<file path="src/hw/rtl/rfp_pkg.sv">
// Shared constants and codes for the relocation field patcher.
package rfp_pkg;

  // Field widths
  localparam int unsigned OpW      = 5;
  localparam int unsigned ValW     = 64;
  localparam int unsigned WordW    = 32;
  localparam int unsigned StW      = 3;
  localparam int unsigned CfgW     = 20;
  localparam int unsigned CfgAddrW = 4;
  localparam int unsigned CfgDataW = 32;

  // Relocation kinds
  localparam logic [OpW-1:0] OP_ABS32         = 5'd0;
  localparam logic [OpW-1:0] OP_COG_PC20      = 5'd1;
  localparam logic [OpW-1:0] OP_COG_PC9       = 5'd2;
  localparam logic [OpW-1:0] OP_COG_DATA9     = 5'd3;
  localparam logic [OpW-1:0] OP_COG_PCREL9    = 5'd4;
  localparam logic [OpW-1:0] OP_LUT_PC20      = 5'd5;
  localparam logic [OpW-1:0] OP_LUT_PC9       = 5'd6;
  localparam logic [OpW-1:0] OP_LUT_DATA9     = 5'd7;
  localparam logic [OpW-1:0] OP_LUT_PCREL9    = 5'd8;
  localparam logic [OpW-1:0] OP_HUB_PC20      = 5'd9;
  localparam logic [OpW-1:0] OP_HUB_PCREL20   = 5'd10;
  localparam logic [OpW-1:0] OP_HUB_PCAUG32   = 5'd11;
  localparam logic [OpW-1:0] OP_HUB_DATAAUG32 = 5'd12;
  localparam logic [OpW-1:0] OP_COG_PCAUG32   = 5'd13;
  localparam logic [OpW-1:0] OP_LUT_PCAUG32   = 5'd14;
  localparam logic [OpW-1:0] OP_OBSOLETE      = 5'd15;

  // Status codes
  localparam logic [StW-1:0] ST_OK    = 3'd0;
  localparam logic [StW-1:0] ST_COG   = 3'd1;
  localparam logic [StW-1:0] ST_LUTLO = 3'd2;
  localparam logic [StW-1:0] ST_LUTHI = 3'd3;
  localparam logic [StW-1:0] ST_RANGE = 3'd4;
  localparam logic [StW-1:0] ST_OBS   = 3'd5;
  localparam logic [StW-1:0] ST_UNK   = 3'd6;

  // Register indexes on the configuration port
  localparam logic [1:0] REG_COG_ABI_MAX = 2'd0;
  localparam logic [1:0] REG_LUT_BASE    = 2'd1;
  localparam logic [1:0] REG_LUT_LIMIT   = 2'd2;

  // Register reset values
  localparam logic [CfgW-1:0] COG_ABI_MAX_RST = 20'd462;
  localparam logic [CfgW-1:0] LUT_BASE_RST    = 20'd512;
  localparam logic [CfgW-1:0] LUT_LIMIT_RST   = 20'd1023;

  // Field masks
  localparam logic [WordW-1:0] MASK9  = 32'h0000_01ff;
  localparam logic [WordW-1:0] MASK20 = 32'h000f_ffff;
  localparam logic [WordW-1:0] MASK23 = 32'h007f_ffff;

  // Signed 9-bit field limit for negative quotients
  localparam logic [8:0] NEG9_MAX = 9'd256;

endpackage

</file>
<file path="src/hw/rtl/relocation_field_patcher.sv">
// Relocation field patcher: three-stage pipeline that rewrites one relocation site per beat.
//
//   channel | ports                | beat contents
//   --------+----------------------+-------------------------------------------------
//   in      | in_tvalid/tready     | tuser: operation; tdata: value, inst, prefix
//   out     | out_tvalid/tready    | tuser: prefix_written, status; tdata: inst, prefix
//   cfg     | cfg_psel/penable/... | cog_abi_max @0x0, lut_base @0x4, lut_limit @0x8
//
// One beat per cycle sustained while out_tready is high; each beat passes the stages in turn
// (wide subtract/negate, bound checks and field select, word merge into the output register).
// Valid bits travel with each stage; a stage loads whenever it is empty or the next one moves,
// so bubbles close up while the output is stalled. rst_n (synchronous) clears the stage
// valid bits and restores the register reset values.
module relocation_field_patcher (
  input  logic                                         clk,
  input  logic                                         rst_n,
  // input stream
  input  logic                                         in_tvalid,
  output logic                                         in_tready,
  input  logic [4:0]                                   in_tuser,  // [4:0] operation
  input  logic [127:0]                                 in_tdata,  // [63:0] value, [95:64] inst_word,
                                                                  // [127:96] prefix_word
  // result stream
  output logic                                         out_tvalid,
  input  logic                                         out_tready,
  output logic [3:0]                                   out_tuser, // [0] prefix_written, [3:1] status
  output logic [63:0]                                  out_tdata, // [31:0] inst_out,
                                                                  // [63:32] prefix_out
  // configuration port
  input  logic                                         cfg_psel,
  input  logic                                         cfg_penable,
  input  logic                                         cfg_pwrite,
  input  logic [rfp_pkg::CfgAddrW-1:0]                 cfg_paddr,
  input  logic [rfp_pkg::CfgDataW-1:0]                 cfg_pwdata,
  output logic [rfp_pkg::CfgDataW-1:0]                 cfg_prdata,
  output logic                                         cfg_pready
);

  typedef enum logic [2:0] {
    FK_NONE,
    FK_WORD,
    FK_F9,
    FK_F20,
    FK_F32
  } fkind_t;

  // Stage 1 payload: raw words plus results of the wide arithmetic
  typedef struct packed {
    logic [rfp_pkg::OpW-1:0]   op;
    logic [rfp_pkg::WordW-1:0] inst;
    logic [rfp_pkg::WordW-1:0] pre;
    logic [33:0]               val_lo;   // value[33:0]
    logic                      cog_gt;   // value/4 above cog_abi_max
    logic                      q_le9;    // value/4 fits 9 bits
    logic                      lut_lo;   // value below lut_base
    logic [31:0]               dq;       // (value - lut_base)/4, low bits
    logic                      dq_hi;    // (value - lut_base)/4 at or above 2^20
    logic                      dq_le9;   // (value - lut_base)/4 fits 9 bits
    logic                      neg;      // value negative
    logic [8:0]                mag9;     // (-value)/4, low 9 bits
    logic                      s_fit;    // signed quotient fits the 9-bit field
  } s1_t;

  // Stage 2 payload: field value, field kind and status
  typedef struct packed {
    logic [rfp_pkg::WordW-1:0] inst;
    logic [rfp_pkg::WordW-1:0] pre;
    logic [rfp_pkg::WordW-1:0] fval;
    fkind_t                    kind;
    logic [rfp_pkg::StW-1:0]   st;
  } s2_t;

  logic [rfp_pkg::CfgW-1:0] cog_abi_max_r, lut_base_r, lut_limit_r;
  logic                     cfg_wr;
  logic [1:0]               cfg_idx;

  logic v1_r, v2_r, v3_r;
  logic rdy1, rdy2, rdy3;
  s1_t  s1_r, s1_nxt;
  s2_t  s2_r, s2_nxt;
  logic [rfp_pkg::WordW-1:0] inst_out_r, inst_out_nxt, pre_out_r, pre_out_nxt;
  logic                      wrote_r, wrote_nxt;
  logic [rfp_pkg::StW-1:0]   st_r, st_nxt;

  logic [rfp_pkg::ValW-1:0] in_val;
  logic [rfp_pkg::ValW:0]   diff;
  logic [rfp_pkg::ValW-1:0] mag;

  logic [20:0] lut_sum;
  logic        lut_hi;
  logic [8:0]  s_a9;
  logic        fit;

  // ---------------------------------------------------------------------------
  // Configuration registers
  assign cfg_wr     = cfg_psel && cfg_penable && cfg_pwrite && cfg_pready;
  assign cfg_idx    = cfg_paddr[3:2];
  assign cfg_pready = 1'b1;

  always_ff @(posedge clk) begin
    if (!rst_n) begin
      cog_abi_max_r <= rfp_pkg::COG_ABI_MAX_RST;
      lut_base_r    <= rfp_pkg::LUT_BASE_RST;
      lut_limit_r   <= rfp_pkg::LUT_LIMIT_RST;
    end else if (cfg_wr) begin
      case (cfg_idx)
        rfp_pkg::REG_COG_ABI_MAX: cog_abi_max_r <= cfg_pwdata[rfp_pkg::CfgW-1:0];
        rfp_pkg::REG_LUT_BASE:    lut_base_r    <= cfg_pwdata[rfp_pkg::CfgW-1:0];
        rfp_pkg::REG_LUT_LIMIT:   lut_limit_r   <= cfg_pwdata[rfp_pkg::CfgW-1:0];
        default: ;
      endcase
    end
  end

  // Register read-back
  always_comb begin
    case (cfg_idx)
      rfp_pkg::REG_COG_ABI_MAX: cfg_prdata = {12'd0, cog_abi_max_r};
      rfp_pkg::REG_LUT_BASE:    cfg_prdata = {12'd0, lut_base_r};
      rfp_pkg::REG_LUT_LIMIT:   cfg_prdata = {12'd0, lut_limit_r};
      default:                  cfg_prdata = '0;
    endcase
  end

  // ---------------------------------------------------------------------------
  // Stage handshake: a stage moves when it is empty or the next one moves
  assign rdy3      = !v3_r || out_tready;
  assign rdy2      = !v2_r || rdy3;
  assign rdy1      = !v1_r || rdy2;
  assign in_tready = rdy1;

  always_ff @(posedge clk) begin
    if (!rst_n) begin
      v1_r <= 1'b0;
      v2_r <= 1'b0;
      v3_r <= 1'b0;
    end else begin
      if (rdy1) v1_r <= in_tvalid;
      if (rdy2) v2_r <= v1_r;
      if (rdy3) v3_r <= v2_r;
    end
  end

  // ---------------------------------------------------------------------------
  // Stage 1: wide subtract, negate and quotient bound flags
  assign in_val = in_tdata[63:0];
  assign diff   = {1'b0, in_val} - {45'd0, lut_base_r};
  assign mag    = ~in_val + 64'd1;

  always_comb begin
    s1_nxt.op     = in_tuser;
    s1_nxt.inst   = in_tdata[95:64];
    s1_nxt.pre    = in_tdata[127:96];
    s1_nxt.val_lo = in_val[33:0];
    s1_nxt.cog_gt = (|in_val[63:22]) || (in_val[21:2] > cog_abi_max_r);
    s1_nxt.q_le9  = ~|in_val[63:11];
    s1_nxt.lut_lo = diff[64];
    s1_nxt.dq     = diff[33:2];
    s1_nxt.dq_hi  = |diff[63:22];
    s1_nxt.dq_le9 = ~|diff[63:11];
    s1_nxt.neg    = in_val[63];
    s1_nxt.mag9   = mag[10:2];
    // negative: |value|/4 <= 256; positive: value/4 <= 255
    if (in_val[63]) begin
      s1_nxt.s_fit = (~|mag[63:11]) && (mag[10:2] <= rfp_pkg::NEG9_MAX);
    end else begin
      s1_nxt.s_fit = ~|in_val[62:10];
    end
  end

  always_ff @(posedge clk) begin
    if (in_tvalid && rdy1) s1_r <= s1_nxt;
  end

  // ---------------------------------------------------------------------------
  // Stage 2: rebase, bound checks, field selection
  assign lut_sum = {1'b0, s1_r.dq[19:0]} + {1'b0, lut_base_r};
  assign lut_hi  = s1_r.dq_hi || (lut_sum > {1'b0, lut_limit_r});
  assign s_a9    = s1_r.neg ? (9'd0 - s1_r.mag9) : s1_r.val_lo[10:2];

  always_comb begin
    s2_nxt.inst = s1_r.inst;
    s2_nxt.pre  = s1_r.pre;
    s2_nxt.fval = '0;
    s2_nxt.kind = FK_NONE;
    s2_nxt.st   = rfp_pkg::ST_OK;
    fit         = 1'b1;
    case (s1_r.op)
      rfp_pkg::OP_ABS32: begin
        s2_nxt.fval = s1_r.val_lo[31:0];
        s2_nxt.kind = FK_WORD;
      end
      rfp_pkg::OP_COG_PC20, rfp_pkg::OP_COG_PC9, rfp_pkg::OP_COG_PCAUG32: begin
        if (s1_r.cog_gt) begin
          s2_nxt.st = rfp_pkg::ST_COG;
        end else begin
          s2_nxt.fval = s1_r.val_lo[33:2];
          if (s1_r.op == rfp_pkg::OP_COG_PC20) begin
            s2_nxt.kind = FK_F20;
          end else if (s1_r.op == rfp_pkg::OP_COG_PC9) begin
            s2_nxt.kind = FK_F9;
            fit         = s1_r.q_le9;
          end else begin
            s2_nxt.kind = FK_F32;
          end
        end
      end
      rfp_pkg::OP_COG_DATA9: begin
        s2_nxt.fval = s1_r.val_lo[33:2];
        s2_nxt.kind = FK_F9;
        fit         = s1_r.q_le9;
      end
      rfp_pkg::OP_COG_PCREL9, rfp_pkg::OP_LUT_PCREL9: begin
        s2_nxt.fval = {23'd0, s_a9};
        s2_nxt.kind = FK_F9;
        fit         = s1_r.s_fit;
      end
      rfp_pkg::OP_LUT_PC20, rfp_pkg::OP_LUT_PCAUG32: begin
        if (s1_r.lut_lo) begin
          s2_nxt.st = rfp_pkg::ST_LUTLO;
        end else if (lut_hi) begin
          s2_nxt.st = rfp_pkg::ST_LUTHI;
        end else begin
          // within limit, so the sum fits 20 bits
          s2_nxt.fval = {11'd0, lut_sum};
          s2_nxt.kind = (s1_r.op == rfp_pkg::OP_LUT_PC20) ? FK_F20 : FK_F32;
        end
      end
      rfp_pkg::OP_LUT_PC9, rfp_pkg::OP_LUT_DATA9: begin
        if (s1_r.lut_lo) begin
          s2_nxt.st = rfp_pkg::ST_LUTLO;
        end else begin
          s2_nxt.fval = s1_r.dq;
          s2_nxt.kind = FK_F9;
          fit         = s1_r.dq_le9;
        end
      end
      rfp_pkg::OP_HUB_PC20, rfp_pkg::OP_HUB_PCREL20: begin
        s2_nxt.fval = s1_r.val_lo[31:0];
        s2_nxt.kind = FK_F20;
      end
      rfp_pkg::OP_HUB_PCAUG32, rfp_pkg::OP_HUB_DATAAUG32: begin
        s2_nxt.fval = s1_r.val_lo[31:0];
        s2_nxt.kind = FK_F32;
      end
      rfp_pkg::OP_OBSOLETE: s2_nxt.st = rfp_pkg::ST_OBS;
      default:              s2_nxt.st = rfp_pkg::ST_UNK;
    endcase
    // range error still lets the truncated field through
    if (!fit) s2_nxt.st = rfp_pkg::ST_RANGE;
  end

  always_ff @(posedge clk) begin
    if (v1_r && rdy2) s2_r <= s2_nxt;
  end

  // ---------------------------------------------------------------------------
  // Stage 3: merge the field into the words, output register
  always_comb begin
    inst_out_nxt = s2_r.inst;
    pre_out_nxt  = s2_r.pre;
    wrote_nxt    = 1'b0;
    st_nxt       = s2_r.st;
    case (s2_r.kind)
      FK_WORD: inst_out_nxt = s2_r.fval;
      FK_F9:   inst_out_nxt = (s2_r.inst & ~rfp_pkg::MASK9) | (s2_r.fval & rfp_pkg::MASK9);
      FK_F20:  inst_out_nxt = (s2_r.inst & ~rfp_pkg::MASK20) | (s2_r.fval & rfp_pkg::MASK20);
      FK_F32: begin
        inst_out_nxt = (s2_r.inst & ~rfp_pkg::MASK9) | (s2_r.fval & rfp_pkg::MASK9);
        pre_out_nxt  = (s2_r.pre & ~rfp_pkg::MASK23) | ({9'd0, s2_r.fval[31:9]});
        wrote_nxt    = 1'b1;
      end
      default: ;
    endcase
  end

  always_ff @(posedge clk) begin
    if (v2_r && rdy3) begin
      inst_out_r <= inst_out_nxt;
      pre_out_r  <= pre_out_nxt;
      wrote_r    <= wrote_nxt;
      st_r       <= st_nxt;
    end
  end

  assign out_tvalid = v3_r;
  assign out_tdata  = {pre_out_r, inst_out_r};
  assign out_tuser  = {st_r, wrote_r};

endmodule

</file>
<file path="config.mk">
export PLATFORM = sky130hd
export DESIGN_NAME = relocation_field_patcher
export DESIGN_NICKNAME = d
export VERILOG_FILES = /design/src/hw/rtl/rfp_pkg.sv /design/src/hw/rtl/relocation_field_patcher.sv
export SDC_FILE = /design/constraint.sdc
export NUM_CORES = 1
export LEC_CHECK = 0
export BUFFER_PORTS_ARGS = -buffer_cell sky130_fd_sc_hd__buf_2
export CAP_MARGIN = 20
export CORE_MARGIN = 8
export CORE_UTILIZATION = 58
export DETAILED_ROUTE_END_ITERATION = 16
export PLACE_DENSITY = 0.83
export REMOVE_ABC_BUFFERS = 1
export SETUP_SLACK_MARGIN = 0.15
export SYNTH_ARGS = -nofsm -noshare
export SYNTH_HDL_FRONTEND = slang
export SYNTH_SLANG_ARGS = --single-unit
</file>
<file path="constraint.sdc">
create_clock -name clk -period 11.9 [get_ports clk]
set_clock_uncertainty 0.05 [all_clocks]
set_input_delay 1.19 -clock clk [delete_from_list [all_inputs] [get_ports clk]]
set_output_delay 1.19 -clock clk [all_outputs]
set_load 0.02 [all_outputs]
</file>
## Yosys cells after proc, flatten, opt, wreduce, memory -nomap -nowiden

Index checks and enable logic that the tools add are counted.

| cells by class | value |
|---|---|
| $add $sub $neg | 4 |
| $lt $le $gt $ge | 3 |
| equal/unequal tests | 21 |
| mux-type cells | 24 |
| bitwise logic cells | 4 |
| reduce and logical (&&, ||, !) cells | 37 |

Operators by type and width:

| cell | number |
|---|---|
| one-hot mux 35 bit (8 select lines) | 1 |
| OR reduction 53 bit | 4 |
| one-hot mux 32 bit (3 select lines) | 1 |
| OR reduction 42 bit | 2 |
| two-way mux 35 bit | 2 |
| subtractor 64 x 20 -> 65 bit | 1 |
| adder 64 x 1 -> 64 bit, second input constant | 1 |
| NOT 64 bit | 1 |
| one-hot mux 20 bit (3 select lines) | 1 |
| two-way mux 24 bit | 2 |
| equality test 5 x 4 -> 1 bit, second input constant | 8 |
| two-way mux 32 bit | 1 |
| OR 32 x 20 -> 32 bit | 1 |
| OR 32 x 23 -> 32 bit | 1 |
| OR 32 x 9 -> 32 bit | 1 |
| adder 20 x 20 -> 21 bit | 1 |
| greater-than comparator 21 x 20 -> 1 bit | 1 |
| equality test 5 x 3 -> 1 bit, second input constant | 4 |
| greater-than comparator 20 bit | 1 |
| one-hot mux 3 bit (5 select lines) | 1 |
| OR reduction 2 bit | 6 |
| equality test 5 x 2 -> 1 bit, second input constant | 2 |
| <= comparator 9 bit, second input constant | 1 |
| two-way mux 3 bit | 3 |
| 19 further kinds | 45 |

| storage, ports and cells | value |
|---|---|
| flip-flop bits (word level) | 384 |
| bits of input ports | 176 |
| output and inout port bits | 103 |
| word-level logic and storage cells | 121 |

## Depth between registers and ports, before layout

Gate-level depths: netlist of the first run.

| logic depth | value |
|---|---|
| depth after elaboration | 6 |
| depth in mapped cells | 23 |
| depth with buffers taken out | 22 |

## Worst setup path after synthesis of the first run

No wires, ideal clock.

| timing | value |
|---|---|
| path type | input to register |
| start point | input port out_tready |
| end point | register s1_r[0] in the netlist's numbering (enable) |
| setup time | 0.752 ns |
| arrival | 8.807 ns |
| required time | 11.098 ns |
| setup slack | 2.291 ns |
| cell stages on the path | 2 |
| path buffers | 0 |
| path through | nor2b_1 > a31oi_1 |

| between the ends | value |
|---|---|
| cells in the longest elaborated chain, start to end | 4 |

RTL lines:

| what | RTL line | source |
|---|---|---|
| from (decl) | relocation_field_patcher.sv:25 | `input logic out_tready,` |
| logical OR 1 bit | relocation_field_patcher.sv:127 | `assign rdy3 = !v3_r \|\| out_tready;` |
| logical OR 1 bit | relocation_field_patcher.sv:128 | `assign rdy2 = !v2_r \|\| rdy3;` |
| logical OR 1 bit | relocation_field_patcher.sv:129 | `assign rdy1 = !v1_r \|\| rdy2;` |
| logical AND 1 bit | relocation_field_patcher.sv:172 | `if (in_tvalid && rdy1) s1_r <= s1_nxt;` |
| to (signal assigned) | relocation_field_patcher.sv:172 |  |
| to (decl) | relocation_field_patcher.sv:79 | `s1_t s1_r, s1_nxt;` |

No other way between the ends.
A chain may end at the register's enable or synchronous reset.

==> flow_metrics.py, run 1 <==
metrics = {
    "sta": {
        "max_freq_mhz": 174.2,
        "tns_ps": 0,
        "maxSlewViolCount": 0,
        "tightest_slew_ps": 1051,
        "rsz0062_at_grt": "false",
        "finalSetupViolCount": 0,
        "setup_slack_ps": 6159,
        "fin_crit_sh_pct": 48.24,
        "slew_headroom_pct": 28.12,
        "final.min_clock_period_ps": 5741,
        "hold_violations": 0,
    },
    "drt": {
        "routedWlPerCell_um": 22.18,
        "ant_nets": 0,
        "via_per_inst": 6.148,
        "remaining_drc_errors": 0,
        "vias": 14740,
        "drt-initial-drc-count": 1392,
        "dr.pass1.iters": 6,
        "finalWirelength_um": 53160,
    },
    "logic_synthesis": {
        "synth-edff-count": 321,
        "netlist_instances": 1678,
        "synth_xor_area_share_pct": 2.654,
        "synth_top_area_cell": "edfxtp_1",
        "ys_warn_count": 0,
        "synth_top_family_by_area": "simple AND/OR/NAND/NOR gates",
        "async_reset_ff_share_pct": 0,
        "syn-cell-area_um2": 19140,
        "synth.area.mux_share_pct": 4.674,
        "synth_seq_cells": 384,
        "avgSynthCellArea_um2": 11.41,
        "synth.top_cell.area_share_pct": 50.36,
        "yosysSeqAreaShare_pct": 56.94,
        "netlist_top_cells_area": "edfxtp_1, dfxtp_1, ha_1",
        "synthAdderAreaFrac_pct": 5.334,
        "synth_compound_area_share_pct": 12.77,
        "ys.flop_type": "edfxtp_1",
        "ys_types": 76,
        "synth-simple-area-share_pct": 14.23,
    },
    "setup_path": {
        "cp_slowest_cell": "a2111oi_0",
        "crit_chain": "ha_1, inv_1, fa_1, nor2b_1, o21ai_1, a21boi_1, o221ai_1, o21ai_1, a41o_1, o21a_1, nor2_1, xnor2_1, ha_1, a2111oi_0, nand3_1, a31oi_1, a21oi_1, a211oi_1, nor3b_2, buf_6, nand2_1, nand3_1",
        "cp-end-kind": "flip-flop",
        "path_class": "flip-flop to flip-flop",
        "cp_slowest_stage_delay_ps": 490,
        "setup.worst_path.start_class": "flip-flop",
        "worst-path-max-fanout": 16,
        "required_ps": 12230,
        "crit_arrival_ps": 6070,
        "crit_buf_inv": 2,
        "critPathTopFamily": "compound AO/OA/AOI/OAI gates",
    },
    "grt": {
        "use_met2_pct": 43.35,
        "antenna_found_initial": 1,
        "grt_pass1_vias": 14400,
        "grt_first_pass_wirelength_um": 80690,
        "gr-total-overflow": 0,
        "grt_max_degree": 79,
        "grt.total_usage_pct": 26.38,
        "grt_use_met3_pct": 3.901,
        "met1_usage_pct": 35.95,
        "busiest_layer": "met2",
    },
    "clocking": {
        "cts.sinks": 384,
        "cts_resized": 0,
        "clockRootBuffer": "clkbuf_16",
        "clock_latency_ps": 550,
        "postCtsSetupRepairBufs": 0,
        "cts_hold_buf": 0,
        "cts.htree.levels": 2,
        "numCtsBuffers": 41,
        "max-clock-path-buffers": 3,
        "clk_pin_slew_worst_paths_ps": 60,
        "cts_tree": "built",
    },
    "placement": {
        "port_buffers": 251,
        "gp_congestion": 0.9637,
        "dp_hpwl_um": 38850,
        "pre_cts_slack_ps": 6268,
    },
    "final_layout": {
        "nNetsFinal": 2178,
        "n_fill_cell": 2373,
        "area_growth_syn_to_layout_pct": 15.88,
        "layout-drive-gt1-share_pct": 20.92,
        "layout_common_cells": "edfxtp_1, nand2_1, buf_2",
        "final_common_cell": "edfxtp_1",
    },
    "floorplan": {
        "ios": 279,
        "die-height_um": 197.7,
        "initial_core_util_pct": 58.83,
        "core_um2": 32540,
        "fp.dieW_um": 197.7,
        "dieArea_um2": 39070,
        "num_rows": 66,
    },
    "flow_run": {
        "cap_violations": 0,
    },
    "power_and_ir_drop": {
        "powerDensity_nw_per_um2": 143.1,
        "p_leak_nw": 8.381,
        "peakVddDrop_v": 0.0001039,
    },
    "min_path": {
        "hp-class": "flip-flop to flip-flop",
    },
    "status": {
        "status": "finished clean",
    },
}
[cells in the mapped netlist (7+ instances only)]
cell	n
a21boi_0	33
a211oi_1	9
a31oi_1	8
a21boi_1	16
buf_4	14
a21o_1	30
nor2_1	75
or3_1	16
a21oi_1	61
ha_1	80
a22oi_1	16
nor3_1	30
dfxtp_1	63
xor2_1	20
nand3_1	28
inv_1	78
clkbuf_1	60
or4_1	14
mux2i_1	23
a222oi_1	17
and3_1	7
o21ai_0	55
mux2_2	59
o31ai_1	10
o21a_1	10
nor2b_1	16
nand4_1	28
o21ai_1	14
o211ai_1	24
nand2b_1	17
xnor2_1	38
nor4_1	24
a2111oi_0	7
edfxtp_1	321
nand2_1	261
[routing by layer]
layer | up-vias | part of all wire (%)
met5 | - | 0
met4 | 0 | 2.6
met3 | 96 | 8.6
met2 | 744 | 47
met1 | 7140 | 41
li1 | 6757 | -
[kinds of logic (layout without fill, tap and decap cells)]
logic type                 Yosys count  after routing
xor gates and xnor gates            58             58
buffers and inverters              155            416
muxes                               82             82
AOI/OAI and AO/OA                  355            355
DFF                                384            384
other                                2             18
adders and majority gates           81             81
and+or+nand+nor                    561            561
[final timing paths]
| kind | from | to | slack, ps | cells after the start |
|---|---|---|---|---|
| worst max-delay path | lut_base_r[0]$_SDFFE_PN0P_ | s2_r[9]$_DFFE_PP_ | 6160 | 22 |
| worst min-delay path | st_nxt[1]$_SDFFCE_PN0P_ | st_r[1]$_DFFE_PP_ | 370 | 0 |
| worst max register to register | lut_base_r[0]$_SDFFE_PN0P_ | s2_r[9]$_DFFE_PP_ | 6160 | 22 |
| worst min register to register | st_nxt[1]$_SDFFCE_PN0P_ | st_r[1]$_DFFE_PP_ | 370 | 0 |
[registers in the layout, summed over array words and instances, names as in the netlist]
name and flops:
v2_r 1, v1_r 1, cog_abi_max_r 20, out_tvalid 1, s2_r 99, st_r 3
lut_base_r 20, s1_r 151, lut_limit_r 20, inst_out_r 32, pre_out_r 32, wrote_r 1
st_nxt 3
[through the flow]
stage          instances  power (mW)  utilization (%)  hold WS [ps]  area, µm²
2_1_floorplan       1612       1.802                -         350.3      18830
3_3_place_gp        2317       1.921            63.92         351.5      20800
3_5_place_dp        2319       1.935            63.99         354.5      20820
4_1_cts             2391       3.181            68.11         365.3      22160
5_1_grt             2393       3.269            68.14         368.7      22170
6_report            2397       3.174            68.17         366.1      22180
[layout make-up]
class | count | area [µm²] | area share [%]
Clock buffer | 54 | 1126 | 5.077
Antenna cell | 5 | 12.51 | 0.05641
Inverter | 78 | 292.8 | 1.320
Tap cell | 442 | 553.0 | 2.493
Multi-Input combinational cell | 1150 | 7706 | 34.74
Sequential cell | 384 | 10900 | 49.14
Clock inverter | 18 | 214.0 | 0.9646
Timing Repair Buffer | 266 | 1376 | 6.205
[power breakdown]
part           internal, mW  leakage [nW]  switching [mW]
clock network         0.738         0.650           0.517
logic                 0.124          4.14           0.211
registers              1.54          3.60          0.0386
[worst reg2reg max path, delay by kind of cell, from the launching register on]
kind,cells,cell delay (ps)
AND/OR/NAND/NOR,6,970
adder cells (fa/ha/maj),3,950
flip-flops,1,420
AO/OA/AOI/OAI,10,2560
buffers and inverters,2,300
XOR/XNOR,1,340
(Power assumes the default switching activity.)
==> inputs of run 2 (changes only) <==
Settings changed: CORE_UTILIZATION 58 to 52, PLACE_DENSITY 0.83 to 0.79.
Clock period 11.9 ns to 4.7 ns, I/O delays scaled along.
==> flow_metrics.py, run 2 (synthesized netlist as in run 1, its figures left out) <==
metrics = {
    "status": {
        "status": "finished clean",
    },
    "final_layout": {
        "largest_reg_flops": 151,
        "reg_top3": "s1_r (151), s2_r (99)",
        "layout_common_cells": "edfxtp_1, nand2_1, buf_2",
        "final_common_cell": "edfxtp_1",
        "nNetsFinal": 2212,
        "final_cell_area_um2": 22600,
        "layout-drive-gt1-share_pct": 23.29,
        "top_register": "s1_r",
        "area_growth_syn_to_layout_pct": 18.08,
    },
    "floorplan": {
        "initial_core_util_pct": 52.54,
        "dieArea_um2": 43210,
        "core_um2": 36430,
        "fp.dieW_um": 207.9,
        "ios": 279,
        "die-height_um": 207.9,
        "num_rows": 70,
    },
    "sta": {
        "tightest_slew_ps": 1034,
        "maxSlewViolCount": 0,
        "final.min_clock_period_ps": 4589,
        "rsz0062_at_grt": "true",
        "max_freq_mhz": 217.9,
        "slew_headroom_pct": 30.57,
        "hold_violations": 0,
        "finalSetupViolCount": 0,
        "fin_crit_sh_pct": 97.64,
        "tns_ps": 0,
    },
    "power_and_ir_drop": {
        "peakVddDrop_v": 0.0002626,
        "p_leak_nw": 8.567,
        "powerDensity_nw_per_um2": 350.7,
    },
    "min_path": {
        "hold_path_startpoint": "in_tdata[95]",
        "min_to": "s1_r[145]$_DFFE_PP_",
        "whs_path_depth": 1,
        "hp-class": "input pin to flip-flop",
    },
    "drt": {
        "ant_nets": 0,
        "via_per_inst": 5.945,
        "drt-initial-drc-count": 1511,
        "vias": 14610,
        "routedWlPerCell_um": 21.88,
        "finalWirelength_um": 53780,
        "dr.pass1.iters": 7,
        "remaining_drc_errors": 0,
    },
    "placement": {
        "placed_cell_area_um2": 21060,
        "dp_hpwl_um": 39130,
        "gp_congestion": 0.9727,
        "port_buffers": 251,
    },
    "grt": {
        "gr-total-overflow": 0,
        "met1_usage_pct": 32.39,
        "antenna_found_initial": 3,
        "busiest_layer": "met2",
        "use_met2_pct": 37.65,
        "grt_use_met3_pct": 5.072,
        "grt_pass1_vias": 14360,
        "grt_first_pass_wirelength_um": 81920,
        "grt_max_degree": 103,
        "grt.total_usage_pct": 23.97,
    },
    "clocking": {
        "clk_pin_slew_worst_paths_ps": 60,
        "clockRootBuffer": "clkbuf_16",
        "clock_latency_ps": 570,
        "cts_tree": "built",
        "numCtsBuffers": 41,
        "max-clock-path-buffers": 3,
        "cts.sinks": 384,
        "cts.htree.levels": 2,
    },
    "setup_path": {
        "path_class": "flip-flop to flip-flop",
        "required_ps": 4950,
        "rr_worst_depth": 21,
        "crit_arrival_ps": 4840,
        "cp_slowest_stage_delay_ps": 430,
        "timing.rr.start": "s1_r[19]$_DFFE_PP_",
        "r2r_end": "s2_r[19]$_DFFE_PP_",
        "cp-end-kind": "flip-flop",
        "crit_chain": "ha_1, o21a_1, nor3_1, o21ai_0, o221ai_2, o21ai_2, buf_4, a21o_1, a211oi_1, nor2_1, ha_1, nand4_1, nor3_2, buf_4, a31oi_2, a21oi_2, a211oi_2, nor3b_4, buf_12, clkbuf_16, a221o_1",
        "worst-path-max-fanout": 10,
        "setup.worst_path.start_class": "flip-flop",
        "cp_slowest_cell": "edfxtp_1",
        "regToRegSetupSlack_ps": 110,
    },
    "flow_run": {
        "cap_violations": 0,
    },
}
run 2: changes by cell type in the layout (fill, tap and decap cells not counted), sizes merged:
cell	delta
diode	+1
bufinv	-2
inv	-4
buf	+30
dlygate4sd3	+2
clkinv	+6
clkbuf	+2
run 2: metal layers:
layer  up-vias  wire [µm]  share of wire, %
met4         2       1810               3.4
met3       104       4454               8.3
met2       701      24430                45
li1       6824          -                 -
met5         -          8             0.015
met1      6983      23070                43
run 2: worst max path at each step:
stage / slack [ps] / depth (start not counted) / endpoint / start
finish: 110 / 21 / s2_r[19]$_DFFE_PP_ / s1_r[19]$_DFFE_PP_
global route: 30 / 21 / s2_r[13]$_DFFE_PP_ / s1_r[20]$_DFFE_PP_
CTS: 150 / 23 / s2_r[19]$_DFFE_PP_ / s1_r[13]$_DFFE_PP_
detailed placement: -20 / 22 / s2_r[5]$_DFFE_PP_ / s1_r[13]$_DFFE_PP_
global placement: 110 / 22 / s2_r[5]$_DFFE_PP_ / s1_r[13]$_DFFE_PP_
floorplan: -4580 / 1 / s1_r[0]$_DFFE_PP_ / v1_r$_SDFFE_PN0N_
run 2: area by class of cell:
type / instances / area (µm²)
Clock buffer: 54 / 1117
Inverter: 78 / 292.8
Fill cell: 2854 / 13830
Sequential cell: 384 / 10900
Tap cell: 468 / 585.6
Timing Repair Buffer: 300 / 1734
Antenna cell: 6 / 15.01
Multi-Input combinational cell: 1150 / 7820
Clock inverter: 18 / 135.1
run 2: through the flow:
step	total power, mW	worst slack (ps)	instances	hold WS [ps]	utilization, %
2_1_floorplan	4.562	-4578	1612	350.3	-
3_3_place_gp	4.883	109.4	2369	351.0	57.81
3_5_place_dp	4.914	-22.73	2369	354.5	57.81
4_1_cts	7.950	150.6	2443	0.5324	61.35
5_1_grt	8.205	25.27	2454	6.709	62.01
6_report	7.928	110.9	2458	32.17	62.04
run 2: worst max-delay path, delay by kind of cell (launching register included):
family,cells,cell delay (ps)
fa+ha+maj,2,680
compound gates,10,1830
buf+inv,4,590
simple gates,5,740
flops,1,430
run 2: power breakdown:
group	internal [mW]	switching, mW
registers	3.91	0.0958
clock network	1.73	1.31
logic	0.338	0.545
total	5.98	1.95
run 2: what timing repair did:
| action | CTS | global route |
|---|---|---|
| hold buffers | 2 | 0 |
| resized for setup | 4 | 24 |
| pin swaps | 1 | 9 |
| gates cloned | 0 | 2 |
| setup buffers | 0 | 6 |
| hold endpoints to repair | 2 | 0 |
| setup endpoints to repair | 23 | 25 |
